### config.mk
export PLATFORM = sky130hd
export DESIGN_NAME = datetime_text_validator
export DESIGN_NICKNAME = d
export VERILOG_FILES = /design/src/rtl/dtv_pkg.sv /design/src/rtl/dtv_scan.sv /design/src/rtl/dtv_check.sv /design/src/rtl/datetime_text_validator.sv
export SDC_FILE = /design/constraint.sdc
export NUM_CORES = 1
export LEC_CHECK = 0
export ABC_AREA = 1
export BUFFER_PORTS_ARGS = -buffer_cell sky130_fd_sc_hd__buf_2
export CORE_MARGIN = 1.5
export CORE_UTILIZATION = 60
export CTS_CLUSTER_DIAMETER = 60
export DETAILED_ROUTE_END_ITERATION = 8
export PLACE_DENSITY = 0.81
export SETUP_SLACK_MARGIN = 0.05
export SLEW_MARGIN = 20
export SYNTH_ARGS = -nofsm -noshare
export SYNTH_HDL_FRONTEND = slang
export SYNTH_SLANG_ARGS = --single-unit
### constraint.sdc
create_clock -name aclk -period 9.3 [get_ports aclk]
set_input_delay 2.325 -clock aclk [delete_from_list [all_inputs] [get_ports aclk]]
set_output_delay 2.325 -clock aclk [all_outputs]
set_load 0.02 [all_outputs]
### src/rtl/dtv_pkg.sv
// Package with shared types, character codes and calendar helpers for the date-time validator.
`timescale 1ns / 1ps

package dtv_pkg;

    localparam int unsigned POS_W = 5;
    localparam logic [POS_W-1:0] POS_LIMIT = 5'd19;
    localparam logic [POS_W-1:0] POS_DASH_A = 5'd4;
    localparam logic [POS_W-1:0] POS_DASH_B = 5'd7;
    localparam logic [POS_W-1:0] POS_SEP = 5'd10;
    localparam logic [POS_W-1:0] POS_COLON_A = 5'd13;
    localparam logic [POS_W-1:0] POS_COLON_B = 5'd16;
    localparam logic [POS_W-1:0] POS_CENT_END = 5'd1;
    localparam logic [POS_W-1:0] POS_YEAR_END = 5'd3;
    localparam logic [POS_W-1:0] POS_MONTH_END = 5'd6;
    localparam logic [POS_W-1:0] POS_DAY_END = 5'd9;
    localparam logic [POS_W-1:0] POS_HOUR_END = 5'd12;
    localparam logic [POS_W-1:0] POS_MINUTE_END = 5'd15;
    localparam logic [POS_W-1:0] POS_LAST_DATE = 5'd9;
    localparam logic [POS_W-1:0] POS_LAST_TIME = 5'd18;

    localparam logic [7:0] CH_ZERO = 8'h30;
    localparam logic [7:0] CH_NINE = 8'h39;
    localparam logic [7:0] CH_DASH = 8'h2D;
    localparam logic [7:0] CH_COLON = 8'h3A;
    localparam logic [7:0] CH_SPACE = 8'h20;
    localparam logic [7:0] CH_T = 8'h54;

    localparam logic [6:0] HOUR_MAX = 7'd23;
    localparam logic [6:0] MINUTE_MAX = 7'd59;
    localparam logic [6:0] SECOND_MAX = 7'd59;

    // Accumulated fields after the current character, plus form and length status.
    typedef struct packed {
        logic [13:0] year;
        logic [6:0]  century;
        logic [6:0]  year_low;
        logic [6:0]  month;
        logic [6:0]  day;
        logic [6:0]  hour;
        logic [6:0]  minute;
        logic [6:0]  second;
        logic        form_error;
        logic        len_date;
        logic        len_time;
    } scan_t;

    typedef struct packed {
        logic        valid_res;
        logic [13:0] year;
        logic [3:0]  month;
        logic [4:0]  day;
        logic [4:0]  hour;
        logic [5:0]  minute;
        logic [5:0]  second;
        logic        time_valid;
    } result_t;

    // Gregorian leap year from the century digits and the last two digits.
    function automatic logic is_leap(input logic [6:0] century, input logic [6:0] year_low);
        logic result;
        begin
            if (year_low != 7'd0) begin
                result = (year_low[1:0] == 2'b00);
            end else begin
                result = (century[1:0] == 2'b00);
            end
            return result;
        end
    endfunction

    // Days in a month, or zero when the month is out of range.
    function automatic logic [4:0] month_len(input logic [6:0] month, input logic leap);
        logic [4:0] result;
        begin
            unique case (month)
                7'd1, 7'd3, 7'd5, 7'd7, 7'd8, 7'd10, 7'd12: result = 5'd31;
                7'd4, 7'd6, 7'd9, 7'd11: result = 5'd30;
                7'd2: result = leap ? 5'd29 : 5'd28;
                default: result = 5'd0;
            endcase
            return result;
        end
    endfunction

endpackage

### src/rtl/dtv_scan.sv
// Character scanner: position tracking, form checking and digit field accumulation.
`timescale 1ns / 1ps

module dtv_scan (
    input  logic              aclk,
    input  logic              aresetn,
    input  logic              step,
    input  logic [7:0]        char_code,
    input  logic              last_char,
    output dtv_pkg::scan_t    scan
);
    import dtv_pkg::*;

    logic [POS_W-1:0] pos_reg, pos_next;
    logic [13:0] year_reg, year_next;
    logic [6:0]  century_reg, century_next;
    logic [6:0]  year_low_reg, year_low_next;
    logic [6:0]  month_reg, month_next;
    logic [6:0]  day_reg, day_next;
    logic [6:0]  hour_reg, hour_next;
    logic [6:0]  minute_reg, minute_next;
    logic [6:0]  second_reg, second_next;
    logic        error_reg, error_next;
    logic        is_digit;
    logic [3:0]  digit;

    assign is_digit = (char_code >= CH_ZERO) && (char_code <= CH_NINE);
    assign digit = is_digit ? char_code[3:0] : 4'd0;

    always_comb begin
        year_next = year_reg;
        century_next = century_reg;
        year_low_next = year_low_reg;
        month_next = month_reg;
        day_next = day_reg;
        hour_next = hour_reg;
        minute_next = minute_reg;
        second_next = second_reg;
        error_next = error_reg;
        priority if (pos_reg >= POS_LIMIT) begin
            error_next = 1'b1;
        end else if (pos_reg == POS_DASH_A || pos_reg == POS_DASH_B) begin
            if (char_code != CH_DASH) error_next = 1'b1;
        end else if (pos_reg == POS_COLON_A || pos_reg == POS_COLON_B) begin
            if (char_code != CH_COLON) error_next = 1'b1;
        end else if (pos_reg == POS_SEP) begin
            if (char_code != CH_SPACE && char_code != CH_T) error_next = 1'b1;
        end else if (!is_digit) begin
            error_next = 1'b1;
        end else if (pos_reg <= POS_YEAR_END) begin
            year_next = 14'(year_reg * 14'd10 + {10'd0, digit});
            if (pos_reg <= POS_CENT_END) begin
                century_next = 7'(century_reg * 7'd10 + {3'd0, digit});
            end else begin
                year_low_next = 7'(year_low_reg * 7'd10 + {3'd0, digit});
            end
        end else if (pos_reg <= POS_MONTH_END) begin
            month_next = 7'(month_reg * 7'd10 + {3'd0, digit});
        end else if (pos_reg <= POS_DAY_END) begin
            day_next = 7'(day_reg * 7'd10 + {3'd0, digit});
        end else if (pos_reg <= POS_HOUR_END) begin
            hour_next = 7'(hour_reg * 7'd10 + {3'd0, digit});
        end else if (pos_reg <= POS_MINUTE_END) begin
            minute_next = 7'(minute_reg * 7'd10 + {3'd0, digit});
        end else begin
            second_next = 7'(second_reg * 7'd10 + {3'd0, digit});
        end
        pos_next = (pos_reg < POS_LIMIT) ? pos_reg + 5'd1 : pos_reg;
    end

    always_comb begin
        scan.year = year_next;
        scan.century = century_next;
        scan.year_low = year_low_next;
        scan.month = month_next;
        scan.day = day_next;
        scan.hour = hour_next;
        scan.minute = minute_next;
        scan.second = second_next;
        scan.form_error = error_next;
        scan.len_date = (pos_reg == POS_LAST_DATE);
        scan.len_time = (pos_reg == POS_LAST_TIME);
    end

    always_ff @(posedge aclk) begin
        if (!aresetn || (step && last_char)) begin
            pos_reg <= '0;
            year_reg <= '0;
            century_reg <= '0;
            year_low_reg <= '0;
            month_reg <= '0;
            day_reg <= '0;
            hour_reg <= '0;
            minute_reg <= '0;
            second_reg <= '0;
            error_reg <= 1'b0;
        end else if (step) begin
            pos_reg <= pos_next;
            year_reg <= year_next;
            century_reg <= century_next;
            year_low_reg <= year_low_next;
            month_reg <= month_next;
            day_reg <= day_next;
            hour_reg <= hour_next;
            minute_reg <= minute_next;
            second_reg <= second_next;
            error_reg <= error_next;
        end
    end

endmodule

### src/rtl/dtv_check.sv
// Final range checks on the accumulated fields and formation of the result.
`timescale 1ns / 1ps

module dtv_check (
    input  dtv_pkg::scan_t   scan,
    output dtv_pkg::result_t result
);
    import dtv_pkg::*;

    logic       leap;
    logic [4:0] dim;
    logic       date_ok;
    logic       time_ok;
    logic       ok;

    assign leap = is_leap(scan.century, scan.year_low);
    assign dim = month_len(scan.month, leap);
    assign date_ok = !scan.form_error && (scan.len_date || scan.len_time) && (dim != 5'd0)
                     && (scan.day != 7'd0) && (scan.day <= {2'b00, dim});
    assign time_ok = (scan.hour <= HOUR_MAX) && (scan.minute <= MINUTE_MAX)
                     && (scan.second <= SECOND_MAX);
    assign ok = date_ok && (!scan.len_time || time_ok);

    always_comb begin
        result = '0;
        if (ok) begin
            result.valid_res = 1'b1;
            result.year = scan.year;
            result.month = scan.month[3:0];
            result.day = scan.day[4:0];
            if (scan.len_time) begin
                result.hour = scan.hour[4:0];
                result.minute = scan.minute[5:0];
                result.second = scan.second[5:0];
                result.time_valid = 1'b1;
            end
        end
    end

endmodule

### src/rtl/datetime_text_validator.sv
// Top level of the date-time text validator: input register, scanner, checker and result register.
`timescale 1ns / 1ps
//
//  Channel | Ports                                         | Direction
//  --------+-----------------------------------------------+----------
//  input   | s_valid, s_ready, s_char_code, s_last_char    | one character per transaction
//  result  | m_valid, m_ready, m_valid_res .. m_time_valid | one transaction per string
//
//  One character is taken per cycle unless a last character is stalled; results are registered.
//  The input register feeds the scanner, whose fields pass through the checker into the
//  result register in the same cycle. Reset clears the position, accumulators and valid flags.
//  A held result stalls only a last character; other characters keep flowing.

module datetime_text_validator (
    input  logic        aclk,
    input  logic        aresetn,
    input  logic        s_valid,
    output logic        s_ready,
    input  logic [7:0]  s_char_code,
    input  logic        s_last_char,
    output logic        m_valid,
    input  logic        m_ready,
    output logic        m_valid_res,
    output logic [13:0] m_year,
    output logic [3:0]  m_month,
    output logic [4:0]  m_day,
    output logic [4:0]  m_hour,
    output logic [5:0]  m_minute,
    output logic [5:0]  m_second,
    output logic        m_time_valid
);
    import dtv_pkg::*;

    logic        in_valid_reg;
    logic [7:0]  char_reg;
    logic        last_reg;
    logic        out_valid_reg;
    result_t     out_reg;
    scan_t       scan;
    result_t     result;
    logic        step;

    assign step = in_valid_reg && (!last_reg || !out_valid_reg || m_ready);
    assign s_ready = !in_valid_reg || step;

    dtv_scan u_scan (
        .aclk      (aclk),
        .aresetn   (aresetn),
        .step      (step),
        .char_code (char_reg),
        .last_char (last_reg),
        .scan      (scan)
    );

    dtv_check u_check (
        .scan   (scan),
        .result (result)
    );

    always_ff @(posedge aclk) begin
        if (!aresetn) begin
            in_valid_reg <= 1'b0;
        end else if (s_ready) begin
            in_valid_reg <= s_valid;
        end
    end

    always_ff @(posedge aclk) begin
        if (s_ready && s_valid) begin
            char_reg <= s_char_code;
            last_reg <= s_last_char;
        end
    end

    always_ff @(posedge aclk) begin
        if (!aresetn) begin
            out_valid_reg <= 1'b0;
        end else if (step && last_reg) begin
            out_valid_reg <= 1'b1;
        end else if (m_ready) begin
            out_valid_reg <= 1'b0;
        end
    end

    always_ff @(posedge aclk) begin
        if (step && last_reg) begin
            out_reg <= result;
        end
    end

    assign m_valid = out_valid_reg;
    assign m_valid_res = out_reg.valid_res;
    assign m_year = out_reg.year;
    assign m_month = out_reg.month;
    assign m_day = out_reg.day;
    assign m_hour = out_reg.hour;
    assign m_minute = out_reg.minute;
    assign m_second = out_reg.second;
    assign m_time_valid = out_reg.time_valid;

endmodule
==> run_results.csv, run 1 <==
group,metric,value,unit
global_routing,grt_pass1_vias,7008,
routing,ant_nets,0,
routing,wl_met3,833,um
logic_synthesis,synth_largest_area_cell,"edfxtp_1",
sta,setup_violations,0,
sta,min_period_over_period,0.557,
critical_path,worst-r2r-cell-count,27,
place,hpwl,13800,um
sta,finalSetupTns,0,ns
power,peakVddDrop,0.119,mV
sta,relSlewSlack,0.347,
routing,avgViaCountPerCell,5.43,
critical_path,end_kind,"output port",
sta,fmax,193,MHz
clock_network,cts.sinks,117,
critical_path,r2r_setup_slack,4.13,ns
critical_path,crit_family,"buffers and inverters",
finish,fillers,1175,
worst_hold_path,hold_path_class,"flip-flop to flip-flop",
sta,rsz0062_at_grt,"no",
power,p_total,1.48,mW
finish,layout.nets,1289,
logic_synthesis,synth_top_area_share,0.182,
critical_path,crit_fanout,3,
floorplanning,chipHeight,122,um
finish,area_delta_synth_final,11.9,%
logic_synthesis,synth_area_per_cell,7.33,sq um
routing,drc,0,
critical_path,crit_start,"m_ready",
finish,diodes,0,
logic_synthesis,synth_warnings,0,
floorplanning,num_rows,43,
critical_path,rr_endpoint,"m_year[0]",
critical_path,crit_buf_inv,2,
clock_network,cts.repair.resized,0,
clock_network,cts_inserted_buffers,17,
critical_path,path_class,"input port to output port",
floorplanning,coreArea,13800,sq um
finish,multi_input_area,4680,sq um
routing,first_iter_violations,445,
logic_synthesis,synth-seq-area-share,0.338,
clock_network,htreeDepth,4,
routing,vias,7565,
clock_network,root_buffer,"clkbuf_16",
sta,fin_crit,5.18,ns
floorplanning,die_area,14800,sq um
critical_path,cp-start-kind,"input port",
sta,slew_violations,0,
place,io_buffers,56,
floorplanning,die_x,122,um
logic_synthesis,synth_seq_cells,117,
clock_network,clk_pin_slew,0.05,ns
routing,drtPass1Iterations,5,
critical_path,critical-path-max-stage-delay,0.18,ns
logic_synthesis,syn-cell-area,8430,sq um
logic_synthesis,netlist_instances,1150,
routing,highest_layer,"met4",
critical_path,crit_end,"s_ready",
critical_path,critPathSlowestCell,"buf_2",
critical_path,crit_chain,"buf_2, nor2_1, nand3_1, buf_2",
global_routing,antenna_found_initial,0,
place,routabilityCongestion,0.919,
sta,finalWorstSetupSlack,4.12,ns
finish,seqCellArea,2850,sq um
floorplanning,ios,57,
global_routing,grt_usage,0.272,
floorplanning,initial_core_util,0.612,
sta,finClkSkew,0.00637,ns
critical_path,critPathRequiredTime,6.98,ns
routing,postRouteWirelength,19100,um
logic_synthesis,syn-num-nets,1238,
place,dpl_worst_slack,3.89,ns
sta,tightest_slew,0.979,ns
critical_path,arrival,2.86,ns
logic_synthesis,synth_area_leaders,"edfxtp_1, dfxtp_1, nand2_1",
finish,fin_util,0.685,
global_routing,grt_max_degree,98,
critical_path,critical_path_depth,4,
global_routing,grt_overflow,0,
routing,wl_met1,8580,um
routing,route.met2.wl,9100,um
logic_synthesis,synth_cell_type_count,50,
clock_network,cts_setup_buffers,0,
run,maxCapViolations,0,
routing,wl_per_cell,13.7,um
run_status,status,"complete, no violations",
critical_path,worst_path_most_repeated_cell,"buf_2",
sta,hold_viol,0,
clock_network,clockBufferDepth,2,
clock_network,clk_latency,0.42,ns
power,powerDensity,157,nW/um^2
global_routing,grt_first_pass_wirelength,31600,um
clock_network,postCtsHoldBufs,0,
critical_path,r2r-start,"char_reg[2]",
power,power_leakage,4.78,nW
finish,drive_gt1_frac,0.125,
clock_network,cts_tree,"done",
Yosys cell counts, drive strengths merged:
library cell	n
o21a	4
and2	1
nor3	2
nand4	19
a21oi	41
clkbuf	18
xor2	18
inv	203
nand3b	4
buf	9
edfxtp	51
dfxtp	66
ha	68
a31oi	2
a21o	1
o211ai	30
o21bai	3
o21ai	83
fa	7
xnor2	12
nand3	94
or2	12
mux2i	2
a22oi	1
nor3b	1
o31ai	1
clkinv	2
nand2	271
and3	1
nor2	119
nor4	3
a21boi	1
metal layers:
metal	vias to the layer above	global-route usage
met2	180	0.446
met4	0	0.129
met5	-	0
met3	49	0.0543
met1	3490	0.344
li1	3846	-
layout by cell type (no fill, tap or decap), types with 5 or more instances in the layout:
cell type	synthesis	routed
inv_1	195	193
dfxtp_1	66	66
a21oi_1	41	41
ha_1	68	68
buf_2	4	56
nand3_1	90	90
nor2_1	94	94
xnor2_1	12	12
nor2_2	8	8
clkbuf_16	0	17
o21ai_0	72	72
fa_1	7	7
nand2_2	9	9
o211ai_1	30	30
o21ai_1	6	6
or2_2	9	9
inv_2	8	10
xor2_1	18	18
nand2_1	262	262
edfxtp_1	51	51
clkinv_2	0	5
nand4_1	18	18
nor2_4	16	16
worst min path at each step:
| stage | slack [ns] | to | startpoint | depth (start not counted) |
|---|---|---|---|---|
| final | 0.53 | u_scan.day_reg[6] | u_scan.day_reg[6] | 2 |
| after detailed placement | 0.50 | u_scan.day_reg[6] | u_scan.day_reg[6] | 2 |
| after CTS | 0.54 | u_scan.day_reg[6] | u_scan.day_reg[6] | 2 |
| after floorplan | 0.47 | u_scan.day_reg[6] | u_scan.day_reg[6] | 2 |
| after global routing | 0.56 | u_scan.year_low_reg[6] | u_scan.year_low_reg[6] | 2 |
| after global placement | 0.48 | u_scan.day_reg[6] | u_scan.day_reg[6] | 2 |
worst reg2reg max path, delay by kind of cell, from the launching register on:
family | cells | cell delay (ns)
and+or+nand+nor | 15 | 2.17
AOI/OAI and AO/OA | 6 | 0.91
adders and majority gates | 3 | 0.74
DFF | 1 | 0.60
buffers and inverters | 3 | 0.55
logic make-up (layout without fill, tap and decap cells):
| logic type | Yosys count | count (layout) | share of synthesized area |
|---|---|---|---|
| compound gates | 167 | 167 | 0.115 |
| mux | 2 | 2 | 0.00237 |
| xor+xnor | 30 | 30 | 0.0312 |
| fa+ha+maj | 75 | 75 | 0.118 |
| simple gates | 527 | 527 | 0.289 |
| flops | 117 | 117 | 0.338 |
| buf+inv | 232 | 296 | 0.107 |
area by class of cell:
type / instances / share of cell area
Inverter: 205 / 0.0816
Clock buffer: 20 / 0.0473
Multi-Input combinational cell: 801 / 0.496
Timing Repair Buffer: 59 / 0.0321
Tap cell: 180 / 0.0239
Sequential cell: 117 / 0.302
Clock inverter: 12 / 0.0170
report_power, final:
group          internal [mW]  leakage, nW  switching, mW
Clock                  0.450        0.298          0.227
Sequential             0.558         1.06         0.0230
Combinational         0.0780         3.42          0.142
through the flow:
stage / instance area [sq um] / cells / hold WS, ns
finish: 9430 / 1394 / 0.533
detailed placement: 8830 / 1362 / 0.496
CTS: 9430 / 1394 / 0.537
global route: 9430 / 1394 / 0.559
global placement: 8830 / 1362 / 0.483
floorplan: 8430 / 1150 / 0.468
(Power assumes the default switching activity.)
==> run 2: changes to the inputs <==
--- a/config.mk
+++ b/config.mk
@@ -5,13 +5,13 @@
 export SDC_FILE = /design/constraint.sdc
 export NUM_CORES = 1
 export LEC_CHECK = 0
-export ABC_AREA = 1
+export ABC_AREA = 0
 export BUFFER_PORTS_ARGS = -buffer_cell sky130_fd_sc_hd__buf_2
 export CORE_MARGIN = 1.5
-export CORE_UTILIZATION = 60
+export CORE_UTILIZATION = 56
 export CTS_CLUSTER_DIAMETER = 60
 export DETAILED_ROUTE_END_ITERATION = 8
-export PLACE_DENSITY = 0.81
+export PLACE_DENSITY = 0.8
 export SETUP_SLACK_MARGIN = 0.05
 export SLEW_MARGIN = 20
 export SYNTH_ARGS = -nofsm -noshare
==> constraint.sdc (replaced) <==
create_clock -name aclk -period 4.3 [get_ports aclk]
set_input_delay 1.075 -clock aclk [delete_from_list [all_inputs] [get_ports aclk]]
set_output_delay 1.075 -clock aclk [all_outputs]
set_load 0.02 [all_outputs]
==> run_results.csv, run 2 <==
group,metric,value,unit
logic_synthesis,synth_top_area_share,0.184,
logic_synthesis,ys_top_cells_by_count,"nor2_1, ha_1, dfxtp_1",
clock_network,cts_inserted_buffers,17,
run_status,violations,"negative setup slack",
floorplanning,ios,57,
sta,fin_crit,4.98,ns
floorplanning,die_area,15600,sq um
sta,setup_violations,42,
sta,min_period_over_period,1.16,
power,switchingPower,0.689,mW
clock_network,clockBufferDepth,2,
floorplanning,die_x,125,um
clock_network,cts.sinks,117,
power,peakVddDrop,0.291,mV
routing,drtPass1Iterations,5,
power,powerDensity,287,nW/um^2
finish,final_common_cell,"buf_4",
sta,finalSetupTns,-25.32,ns
clock_network,htreeDepth,4,
power,p_total,3.14,mW
place,routabilityCongestion,0.938,
sta,rsz0062_at_grt,"yes",
clock_network,root_buffer,"clkbuf_16",
routing,vias,7779,
logic_synthesis,synth-seq-area-share,0.343,
floorplanning,num_rows,44,
power,p_sw_frac,0.220,
finish,layout.cells.most_common_list,"buf_4, nor2_1, dfxtp_1, ha_1, buf_2",
clock_network,cts_tree,"done",
logic_synthesis,synthArstFlopShare,0,
global_routing,grt_first_pass_wirelength,38200,um
routing,ant_nets,0,
sta,tightest_slew,0.809,ns
critical_path,cp-start-kind,"flip-flop",
place,dpl_worst_slack,-0.758,ns
sta,fmax,201,MHz
logic_synthesis,syn-num-nets,997,
logic_synthesis,synth_cell_type_count,85,
worst_hold_path,hold_path_class,"flip-flop to flip-flop",
critical_path,crit_fanout,7,
logic_synthesis,synth_area_per_cell,9.14,sq um
power,p_int,2.45,mW
global_routing,grt_usage,0.309,
floorplanning,coreArea,14500,sq um
finish,area_delta_synth_final,31.5,%
logic_synthesis,synth_warnings,0,
place,placed_cells,1229,
floorplanning,initial_core_util,0.572,
routing,first_iter_violations,578,
routing,avgViaCountPerCell,6.08,
power,power_frac_comb,0.085,
sta,hold_viol,0,
logic_synthesis,synth_area_leaders,"edfxtp_1, dfxtp_1, ha_1",
routing,drc,0,
finish,diodes,0,
power,p_clk_frac,0.534,
clock_network,postCtsHoldBufs,0,
run_status,status,"finished, violations left",
clock_network,clk_latency,0.43,ns
power,power_leakage,4.40,nW
finish,fillers,994,
power,seqPwrFrac,0.381,
routing,wl_per_cell,18.8,um
global_routing,antenna_found_initial,0,
run,maxCapViolations,0,
critical_path,arrival,5.21,ns
floorplanning,chipHeight,125,um
sta,relSlewSlack,0.454,
sta,finalWorstSetupSlack,-0.679,ns
logic_synthesis,synth_seq_cells,117,
place,io_buffers,56,
critical_path,end_kind,"flip-flop",
critical_path,path_class,"flip-flop to flip-flop",
finish,layout.nets,1171,
sta,finClkSkew,0.00697,ns
logic_synthesis,synth_edf_count,51,
global_routing,grt_max_degree,45,
place,hpwl,16100,um
global_routing,grt_pass1_vias,7725,
sta,slew_violations,0,
logic_synthesis,ys.flop_type,"dfxtp_1",
routing,postRouteWirelength,24100,um
logic_synthesis,netlist_instances,909,
logic_synthesis,synth_largest_area_cell,"edfxtp_1",
logic_synthesis,syn-cell-area,8310,sq um
logic_synthesis,synth_most_common_cell,"nor2_1",
clock_network,clk_pin_slew,0.06,ns
finish,layout.cells.non_filler,1280,
global_routing,grt_overflow,0,
finish,drive_gt1_frac,0.277,
critical_path,critPathRequiredTime,4.53,ns
-- run 2: cells by family (layout without fill, tap and decap cells) --
kind of cell / count (synthesis) / in the layout / synth area share
AO/OA/AOI/OAI: 186 / 186 / 0.155
adder cells (fa/ha/maj): 78 / 78 / 0.123
flip-flops: 117 / 117 / 0.343
AND/OR/NAND/NOR: 332 / 332 / 0.208
buffers and inverters: 83 / 270 / 0.0429
XOR/XNOR: 68 / 68 / 0.0733
multiplexers: 45 / 45 / 0.0542
-- run 2: critical path, cell delays in order, from the launching register on --
cell and delay (ns):
edfxtp_1 0.41, buf_6 0.15, nor4b_4 0.38, nand2_4 0.10
inv_4 0.08, ha_4 0.21, a31oi_1 0.15, o21ai_1 0.10
or4b_1 0.49, a31oi_2 0.16, a21boi_2 0.19, o21ai_1 0.09
a31oi_1 0.22, ha_2 0.20, nor2b_1 0.04, o21a_1 0.17
o21ai_2 0.10, a21oi_1 0.07, or4_1 0.41, nor4b_2 0.31
buf_4 0.17, nand3_4 0.15, buf_4 0.22, a2111oi_4 0.21
-- run 2: layer usage --
metal,GRT usage,up-vias,part of all wire
met2,0.533,296,0.50
met4,0.130,0,0.032
met3,0.0687,71,0.062
li1,-,3689,-
met1,0.369,3723,0.41
met5,0,-,0
-- run 2: power by group through the flow --
stage,Combinational [mW],Sequential (mW),Clock [mW]
after global routing,0.289,1.20,1.73
final,0.267,1.19,1.67
after floorplan,0.144,1.22,0
after global placement,0.244,1.22,0
after detailed placement,0.250,1.22,0
after CTS,0.256,1.19,1.68
-- run 2: layout make-up --
cell class / count / area, sq um / area share
clock buffers: 23 / 498 / 0.0456
multi-input cells: 709 / 5490 / 0.503
clock inverters: 9 / 194 / 0.0178
repair buffers: 199 / 1510 / 0.138
flip-flops and latches: 117 / 2850 / 0.261
inverters: 39 / 149 / 0.0136
well taps: 184 / 230 / 0.0211
-- run 2: what timing repair did --
| action | CTS | global route |
|---|---|---|
| setup buffers | 6 | 9 |
| gates cloned | 3 | 1 |
| gates resized for setup | 38 | 23 |
| setup endpoints to repair | 42 | 42 |
| pin swaps | 9 | 7 |
-- run 2: worst paths after layout --
path                           from                 to  slack, ns  cells after the start
setup reg to reg        char_reg[6]          m_year[3]      -0.68                     23
setup / recovery        char_reg[6]          m_year[3]      -0.68                     23
hold / removal    u_scan.day_reg[6]  u_scan.day_reg[6]       0.45                      2
hold reg to reg   u_scan.day_reg[6]  u_scan.day_reg[6]       0.45                      2
-- run 2: stage by stage --
| step | hold slack [ns] | cell area, sq um | utilization |
|---|---|---|---|
| 5_1_grt | 0.488 | 10900 | 0.752 |
| 3_3_place_gp | 0.440 | 9680 | 0.666 |
| 3_5_place_dp | 0.449 | 9680 | 0.666 |
| 6_report | 0.455 | 10900 | 0.752 |
| 4_1_cts | 0.457 | 10700 | 0.735 |
| 2_1_floorplan | 0.428 | 8440 | - |
==> run 3: changes to the inputs <==
--- a/config.mk
+++ b/config.mk
@@ -7,12 +7,13 @@
 export LEC_CHECK = 0
 export ABC_AREA = 0
 export BUFFER_PORTS_ARGS = -buffer_cell sky130_fd_sc_hd__buf_2
+export CAP_MARGIN = 20
 export CORE_MARGIN = 1.5
 export CORE_UTILIZATION = 56
 export CTS_CLUSTER_DIAMETER = 60
 export DETAILED_ROUTE_END_ITERATION = 8
 export PLACE_DENSITY = 0.8
-export SETUP_SLACK_MARGIN = 0.05
+export SETUP_SLACK_MARGIN = 0.3
 export SLEW_MARGIN = 20
 export SYNTH_ARGS = -nofsm -noshare
 export SYNTH_HDL_FRONTEND = slang
==> run_results.csv, run 3 (same netlist as run 2, synthesis figures left out) <==
group,metric,value,unit
run_status,status,"finished, violations left",
run_status,violations,"negative setup slack",
routing,ant_nets,0,
critical_path,critPathRequiredTime,4.53,ns
power,p_total,3.14,mW
routing,avgViaCountPerCell,6.07,
critical_path,cp-start-kind,"flip-flop",
critical_path,end_kind,"flip-flop",
finish,fillers,989,
global_routing,grt_first_pass_wirelength,38200,um
floorplanning,ios,57,
global_routing,grt_max_degree,45,
critical_path,critPathSlowestCell,"or4_1",
place,dpl-instance-area,9680,sq um
floorplanning,initial_core_util,0.572,
sta,finClkSkew,0.00625,ns
finish,layout.cells.most_common_list,"buf_4, nor2_1, dfxtp_1, ha_1, buf_2",
routing,drc,0,
finish,layout.cells.non_filler,1281,
finish,diodes,0,
global_routing,grt_overflow,0,
power,powerDensity,287,nW/um^2
run,maxCapViolations,0,
sta,slew_violations,0,
routing,drtPass1Iterations,5,
global_routing,grt_usage,0.309,
power,peakVddDrop,0.292,mV
place,io_buffers,56,
floorplanning,num_rows,44,
worst_hold_path,hold_depth,2,
clock_network,cts_inserted_buffers,17,
critical_path,critical-path-max-stage-delay,0.41,ns
sta,finalWorstSetupSlack,-0.685,ns
sta,tightest_slew,0.808,ns
sta,fmax,201,MHz
floorplanning,die_area,15600,sq um
critical_path,arrival,5.22,ns
critical_path,worst_path_most_repeated_cell,"buf_4",
clock_network,clockBufferDepth,2,
routing,vias,7773,
routing,first_iter_violations,603,
sta,setup_violations,42,
clock_network,root_buffer,"clkbuf_16",
sta,fin_crit,4.98,ns
floorplanning,chipHeight,125,um
routing,wl_per_cell,18.9,um
place,routabilityCongestion,0.938,
clock_network,cts.sinks,117,
sta,rsz0062_at_grt,"yes",
finish,layout.nets,1172,
clock_network,clk_pin_slew,0.06,ns
power,power_leakage,4.40,nW
routing,postRouteWirelength,24200,um
finish,final_common_cell,"buf_4",
critical_path,critical_path_depth,24,
place,dpl_worst_slack,-0.758,ns
floorplanning,coreArea,14500,sq um
sta,relSlewSlack,0.454,
clock_network,clk_latency,0.43,ns
critical_path,crit_family,"compound AO/OA/AOI/OAI gates",
sta,min_period_over_period,1.16,
clock_network,cts_tree,"done",
sta,hold_viol,0,
global_routing,antenna_found_initial,0,
floorplanning,die_x,125,um
critical_path,crit_buf_inv,3,
place,hpwl,16100,um
clock_network,htreeDepth,4,
place,placed_cells,1229,
critical_path,crit_chain,"and4bb_2, and3_4, buf_4, ha_4, ha_4, a21o_1, a32oi_2, and3_1, o211ai_1, a31oi_2, a21boi_2, o21ai_1, a31oi_1, ha_2, nor2b_1, o21a_1, o21ai_2, a21oi_1, or4_1, nor4b_2, buf_4, nand3_4, buf_4, a2111oi_4",
critical_path,crit_fanout,7,
critical_path,worst-r2r-cell-count,24,
clock_network,postCtsHoldBufs,0,
finish,drive_gt1_frac,0.278,
critical_path,path_class,"flip-flop to flip-flop",
global_routing,grt_pass1_vias,7725,
sta,finalSetupTns,-25.08,ns
finish,stdcell_area,10900,sq um
finish,area_delta_synth_final,31.7,%
worst_hold_path,hold_path_class,"flip-flop to flip-flop",
## run 3: where the power goes
group	internal, mW	switching, mW
Sequential	1.18	0.0177
Clock	1.16	0.516
Combinational	0.110	0.156
Total	2.45	0.690
## run 3: repair_timing
action                                  4_1_cts  5_1_grt
buffers inserted                              6       10
endpoints found under the hold margin         0        0
endpoints found under the setup margin       42       42
gates resized for setup                      38       24
gates cloned                                  3        1
pin swaps                                     9       13
## run 3: routing by layer
| layer | track usage | wire (um) | up-vias |
|---|---|---|---|
| li1 | - | - | 3685 |
| met1 | 0.369 | 10000 | 3758 |
| met2 | 0.533 | 12100 | 271 |
| met3 | 0.0687 | 1350 | 59 |
| met4 | 0.130 | 701 | 0 |
| met5 | 0 | 0 | - |
## run 3: worst paths after layout
check,from,to,slack (ns)
setup / recovery,char_reg[5],m_year[6],-0.68
hold / removal,u_scan.day_reg[6],u_scan.day_reg[6],0.45
setup reg to reg,char_reg[5],m_year[6],-0.68
hold reg to reg,u_scan.day_reg[6],u_scan.day_reg[6],0.45
## run 3: area by class of cell
cell class / count / area (sq um) / area share
repair buffers: 200 / 1520 / 0.139
inverters: 39 / 149 / 0.0136
flip-flops and latches: 117 / 2850 / 0.261
clock buffers: 23 / 498 / 0.0455
well taps: 184 / 230 / 0.0210
clock inverters: 9 / 194 / 0.0177
multi-input cells: 709 / 5500 / 0.503
## run 3: stage by stage
| stage | utilization | hold WS (ns) |
|---|---|---|
| 3_3_place_gp | 0.666 | 0.440 |
| 4_1_cts | 0.735 | 0.457 |
| 3_5_place_dp | 0.666 | 0.449 |
| 2_1_floorplan | - | 0.428 |
| 6_report | 0.753 | 0.454 |
| 5_1_grt | 0.753 | 0.488 |
## run 3: worst reg2reg max path, stage by stage, from the launching register on
cell and delay (ns):
edfxtp_1 0.39, and4bb_2 0.29, and3_4 0.19, buf_4 0.15
ha_4 0.17, ha_4 0.15, a21o_1 0.18, a32oi_2 0.22
and3_1 0.19, o211ai_1 0.11, a31oi_2 0.20, a21boi_2 0.19
o21ai_1 0.09, a31oi_1 0.21, ha_2 0.20, nor2b_1 0.04
o21a_1 0.17, o21ai_2 0.10, a21oi_1 0.07, or4_1 0.41
nor4b_2 0.31, buf_4 0.17, nand3_4 0.14, buf_4 0.23
a2111oi_4 0.21
